$ cat src/rtl/quaternion_to_euler_angles_unit_macros.svh
// Assertion macros for the RTL file that checks itself.
`ifndef QUATERNION_TO_EULER_ANGLES_UNIT_MACROS_SVH
`define QUATERNION_TO_EULER_ANGLES_UNIT_MACROS_SVH

// Checked only outside reset.
`define Q2E_ASSERT_NR(label, prop, msg) \
  label: assert property (@(posedge clk) disable iff (rst) prop) else $error(msg);

// Checked at every edge, reset included.
`define Q2E_ASSERT(label, prop, msg) \
  label: assert property (@(posedge clk) prop) else $error(msg);

`endif

$ cat src/rtl/q2e_pkg.sv
package q2e_pkg;

  localparam int CORDIC_STEPS    = 16;
  localparam int ANGLE_FRAC_BITS = 13;

  localparam int SUM_W      = 34;
  localparam int CX_W       = 37;
  localparam int ANG_W      = 34;
  localparam int ROOT_W     = 29;
  localparam int RAD_W      = 2 * ROOT_W;
  localparam int REM_W      = ROOT_W + 2;
  localparam int ABS_W      = 28;
  localparam int SQRT_STAGES = ROOT_W;
  localparam int CORDIC_LAT = CORDIC_STEPS + 1;
  localparam int PIPE_LAT   = 3 + SQRT_STAGES + CORDIC_LAT + 1;

  typedef logic signed [15:0]      quat_t;
  typedef logic signed [31:0]      prod_t;
  typedef logic signed [SUM_W-1:0] sum_t;
  typedef logic signed [CX_W-1:0]  cx_t;
  typedef logic signed [ANG_W-1:0] angle_t;
  typedef logic [RAD_W-1:0]        rad_t;
  typedef logic [ROOT_W-1:0]       root_t;
  typedef logic [REM_W-1:0]        rem_t;

  typedef struct packed {
    sum_t sr;
    sum_t cr;
    sum_t sy;
    sum_t cy;
    sum_t s;
  } side_t;

  localparam angle_t PI_Q30      = angle_t'(64'sd3373259426);
  localparam angle_t HALF_PI_Q30 = angle_t'(64'sd1686629713);
  localparam sum_t   ONE_Q28     = sum_t'(64'sd268435456);

  function automatic angle_t atan_entry(input int i);
    logic [31:0] v;
    case (i)
      0:  v = 32'h3243F6A8;
      1:  v = 32'h1DAC6705;
      2:  v = 32'h0FADBAFC;
      3:  v = 32'h07F56EA6;
      4:  v = 32'h03FEAB76;
      5:  v = 32'h01FFD55B;
      6:  v = 32'h00FFFAAA;
      7:  v = 32'h007FFF55;
      8:  v = 32'h003FFFEA;
      9:  v = 32'h001FFFFD;
      10: v = 32'h000FFFFF;
      11: v = 32'h0007FFFF;
      12: v = 32'h0003FFFF;
      13: v = 32'h0001FFFF;
      14: v = 32'h0000FFFF;
      15: v = 32'h00007FFF;
      16: v = 32'h00003FFF;
      17: v = 32'h00001FFF;
      18: v = 32'h00000FFF;
      19: v = 32'h000007FF;
      20: v = 32'h000003FF;
      21: v = 32'h000001FF;
      22: v = 32'h000000FF;
      23: v = 32'h0000007F;
      default: v = 32'h0;
    endcase
    return angle_t'({1'b0, v});
  endfunction

  function automatic angle_t round_angle(input angle_t zq);
    angle_t half;
    half = angle_t'(64'sd1 <<< (29 - ANGLE_FRAC_BITS));
    return (zq + half) >>> (30 - ANGLE_FRAC_BITS);
  endfunction

  function automatic angle_t clamp_sym(input angle_t v, input angle_t lim);
    angle_t r;
    if (v > lim) begin
      r = lim;
    end else if (v < -lim) begin
      r = -lim;
    end else begin
      r = v;
    end
    return r;
  endfunction

  localparam angle_t LIM_PI   = round_angle(PI_Q30);
  localparam angle_t LIM_HALF = round_angle(HALF_PI_Q30);

endpackage

$ cat src/rtl/q2e_sqrt.sv
module q2e_sqrt (
  input  logic          clk,
  input  logic          en,
  input  q2e_pkg::rad_t rad,
  output q2e_pkg::root_t root
);
  import q2e_pkg::*;

  rad_t  rad_s  [0:SQRT_STAGES];
  rem_t  rem_s  [0:SQRT_STAGES];
  root_t root_s [0:SQRT_STAGES];

  assign rad_s[0]  = rad;
  assign rem_s[0]  = '0;
  assign root_s[0] = '0;

  for (genvar k = 0; k < SQRT_STAGES; k++) begin : g_stage
    logic [REM_W+1:0] cur;
    logic [REM_W+1:0] trial;
    logic             ge;

    assign cur   = {rem_s[k], rad_s[k][2*(ROOT_W-1-k) +: 2]};
    assign trial = (REM_W + 2)'({root_s[k], 2'b01});
    assign ge    = cur >= trial;

    always_ff @(posedge clk) begin
      if (en) begin
        rad_s[k+1]  <= rad_s[k];
        rem_s[k+1]  <= ge ? REM_W'(cur - trial) : REM_W'(cur);
        root_s[k+1] <= {root_s[k][ROOT_W-2:0], ge};
      end
    end
  end

  assign root = root_s[SQRT_STAGES];

endmodule

$ cat config.mk
export PLATFORM = sky130hd
export DESIGN_NAME = q2e_sqrt
export DESIGN_NICKNAME = d
export VERILOG_FILES = /design/src/rtl/quaternion_to_euler_angles_unit_macros.svh /design/src/rtl/q2e_pkg.sv /design/src/rtl/q2e_sqrt.sv
export SDC_FILE = /design/constraint.sdc
export NUM_CORES = 2
export LEC_CHECK = 0
export ABC_AREA = 1
export ABC_CLOCK_PERIOD_IN_PS = 2940
export CELL_PAD_IN_SITES_DETAIL_PLACEMENT = 0
export CELL_PAD_IN_SITES_GLOBAL_PLACEMENT = 2
export CORE_MARGIN = 2
export CORE_UTILIZATION = 41
export DETAILED_ROUTE_END_ITERATION = 7
export DONT_BUFFER_PORTS = 1
export GPL_TIMING_DRIVEN = 0
export PLACE_DENSITY = 0.84
export SLEW_MARGIN = 30
export SYNTH_ARGS = -nofsm -noshare
export SYNTH_HDL_FRONTEND = slang
export SYNTH_SLANG_ARGS = --single-unit
$ cat constraint.sdc
create_clock -name clk -period 2.94 [get_ports clk]
set_input_delay 0.294 -clock clk [delete_from_list [all_inputs] [get_ports clk]]
set_output_delay 0.294 -clock clk [all_outputs]
set_load 0.05 [all_outputs]
==> metrics.yaml <==
status: "complete, no violations"
cap_violations: 0
totalWireLength_mm: 320.7
clkPwrFrac: 0.331
insertion_delay_ns: 0.93
ys_async_sr_fraction: 0
startpoint: "g_stage[26].trial[22]$_DFFE_PP_"
p_seq_frac: 0.442
fillCellCount: 27160
cts_sinks: 2071
min_period_over_period: 0.9466
rsz0062_at_grt: "false"
grt_pass1_vias: 83680
setup_tns_ns: 0
fin_nets: 14210
num_rows: 194
avgViaCountPerCell: 4.912
design.core.area_mm2: 0.2796
start_util: 0.4128
crit_type: "register to register"
worst_slew_pin_slew_ns: 0.8483
start_kind: "register"
setup_viol: 0
regToRegSetupSlack_ns: 0.16
cts_htree_levels: 4
endpoint_kind: "register"
top_usage_layer: "met2"
root_buffer: "clkbuf_16"
final_common_cell: "nand2_1"
yosysUniqueCellTypes: 61
syn_area_mm2: 0.1154
endpoint: "g_stage[27].cur[24]$_DFFE_PP_"
yosys_warnings: 0
clkTransAtPathRegs_ns: 0.06
ys_ff_latch: 2071
drtAntennaViolNets: 0
die_x_um: 534.6
utilization: 0.4639
drtPass1Iterations: 6
crit_chain: "inv_1, ha_1, nand2_1, nand2_1, nand2_1, nand2_1, a21oi_1, nor2_1, nor2_8, nand2_4, buf_6, nand3_1, nand2_1"
crit_family: "simple AND/OR/NAND/NOR gates"
dieHeight_um: 534.6
place_hpwl_mm: 252.3
grtUsageTotal: 0.2209
drv_slew: 0
cp_slowest_cell: "edfxtp_1"
drive_gt1_frac: 0.05778
synth_enable_flop_cells: 2071
relSlewSlack: 0.4345
layout_common_cells: "nand2_1, inv_1, edfxtp_1"
reg2reg_depth: 13
postCtsSetupRepairBufs: 0
ios: 89
finalCriticalPeriod_ns: 2.783
syn_inst: 13320
grt_max_degree: 228
grt_overflow: 0
max_freq_ghz: 0.3593
fin_worst_skew_ns: 0.07711
syn_nets: 13840
worstSetupPathDepth: 13
crit_buf_inv: 2
r2r-start: "g_stage[26].trial[22]$_DFFE_PP_"
switching_share: 0.3202
hold_viol: 0
met3_usage: 0.02735
p_per_area_mw_per_mm2: 681.9
routabilityCongestion: 0.9419
drtIter0Drc: 7190
path_common_cell: "nand2_1"
max_stage_delay_ns: 0.46
p_leak_nw: 59.17
hold_path.class: "input port to register"
synth-seq-area-share: 0.5388
cts_made_buffers: 227
path_max_fanout: 10
syn_avg_cell_area_um2: 8.667
use_met2: 0.3551
drc_errors: 0
combPwrFrac: 0.227
dieArea_mm2: 0.2858
r2r_end: "g_stage[27].cur[24]$_DFFE_PP_"
post_drt_wl_per_cell_um: 18.21
cts_tree: "built"
vias: 86480
cts.path.max_buffers: 4
required_ns: 3.55
arrival_ns: 3.39
power.switching_mw: 28.32
peakVddDrop_uv: 546.7
met1_usage: 0.3138
grt_first_pass_wirelength_mm: 488.5
internal-power_mw: 60.13
grt_antenna_before_repair: 6
totalPowerFinal_mw: 88.45
area_growth_pct: 12.37
ys.flop_type: "edfxtp_1"
io_buffers: 0
-- what timing repair did --
action | in CTS | in global routing
hold endpoints to repair | 399 | 123
gates cloned | 3 | 0
gates resized for setup | 0 | 6
endpoints found under the setup margin | 149 | 24
hold buffers | 117 | 7
-- cell usage after synthesis, types with 44 or more instances --
| cell type | instances | area share |
|---|---|---|
| a21oi_1 | 446 | 0.019 |
| a21oi_2 | 45 | 0.0034 |
| and2_1 | 48 | 0.0026 |
| buf_6 | 44 | 0.0043 |
| edfxtp_1 | 2071 | 0.54 |
| ha_1 | 465 | 0.050 |
| inv_1 | 2343 | 0.076 |
| nand2_1 | 4550 | 0.15 |
| nand2_2 | 52 | 0.0028 |
| nand3_1 | 830 | 0.036 |
| nand3b_1 | 97 | 0.0063 |
| nand4_1 | 182 | 0.0099 |
| nor2_1 | 1023 | 0.033 |
| nor3_1 | 147 | 0.0064 |
| o21ai_0 | 189 | 0.0082 |
| o21ai_1 | 56 | 0.0024 |
| xnor2_1 | 102 | 0.0077 |
| xor2_1 | 233 | 0.018 |
-- per-layer routing --
layer  wire length, um  vias to the layer above
met1            150900                    40350
li1                  -                    43750
met2            145100                     1943
met4              8885                        0
met3             15770                      432
met5                 0                        -
-- layout make-up --
type                    instances  area (um^2)  share of cell area
flip-flops and latches       2071        62190              0.4795
multi-input cells            8768        43410              0.3347
inverters                    2367         8885             0.06850
clock buffers                 246         5752             0.04434
well taps                    3724         4659             0.03592
clock inverters               175         1972             0.01520
repair buffers                141         1874             0.01445
plain buffers                 113        963.4            0.007428
diodes                          1        2.502          0.00001929
-- cell families after synthesis --
logic type,after synthesis,share of synthesized area
AOI/OAI and AO/OA,821,0.03932
xor gates and xnor gates,335,0.02542
adders and majority gates,465,0.05040
buffers and inverters,2480,0.08527
DFF,2071,0.5387
other,1,0.00003249
and+or+nand+nor,7146,0.2608
-- worst reg2reg max path: cells and delay by family (launching register included) --
kind | cells | cell delay, ns
compound gates | 1 | 0.26
fa+ha+maj | 1 | 0.37
buf+inv | 2 | 0.25
flops | 1 | 0.46
simple gates | 9 | 1.14
-- through the flow --
| step | area [um^2] | setup slack (ns) | hold slack (ns) | std cells |
|---|---|---|---|---|
| after floorplan | 115400 | 0.8625 | 0.3929 | 13320 |
| after global placement | 120100 | -0.1760 | 0.3929 | 17040 |
| after detailed placement | 120500 | -1.450 | 0.3929 | 17060 |
| after CTS | 129500 | 0.08159 | -0.5314 | 17600 |
| after global routing | 129700 | 0.01348 | 0.03013 | 17610 |
| final | 129700 | 0.1571 | 0.03195 | 17610 |
-- worst min path at each step --
| stage | endpoint | cells after the start | start |
|---|---|---|---|
| finish | rad_s[1192]$_DFFE_PP_ | 2 | en |
| global route | g_stage[10].cur[3]$_DFFE_PP_ | 2 | en |
| CTS | rad_s[1659]$_DFFE_PP_ | 0 | en |
| detailed placement | rad_s[1638]$_DFFE_PP_ | 0 | rad[14] |
| global placement | rad_s[1650]$_DFFE_PP_ | 0 | rad[26] |
| floorplan | g_stage[1].cur[0]$_DFFE_PP_ | 0 | rad[54] |
-- sequential cells by signal, summed over array words and instances (netlist names) --
signal / count
g_stage.cur: 880
g_stage.trial: 406
rad_s: 756
root: 29
-- power by group through the flow --
stage / Clock, mW / Sequential, mW / Combinational, mW
floorplan: 0 / 38.4 / 14.0
global placement: 0 / 39.8 / 19.1
detailed placement: 0 / 39.8 / 19.7
CTS: 30.2 / 39.2 / 20.0
global route: 31.3 / 39.4 / 22.9
finish: 29.3 / 39.1 / 20.1
(Power assumes the default switching activity.)
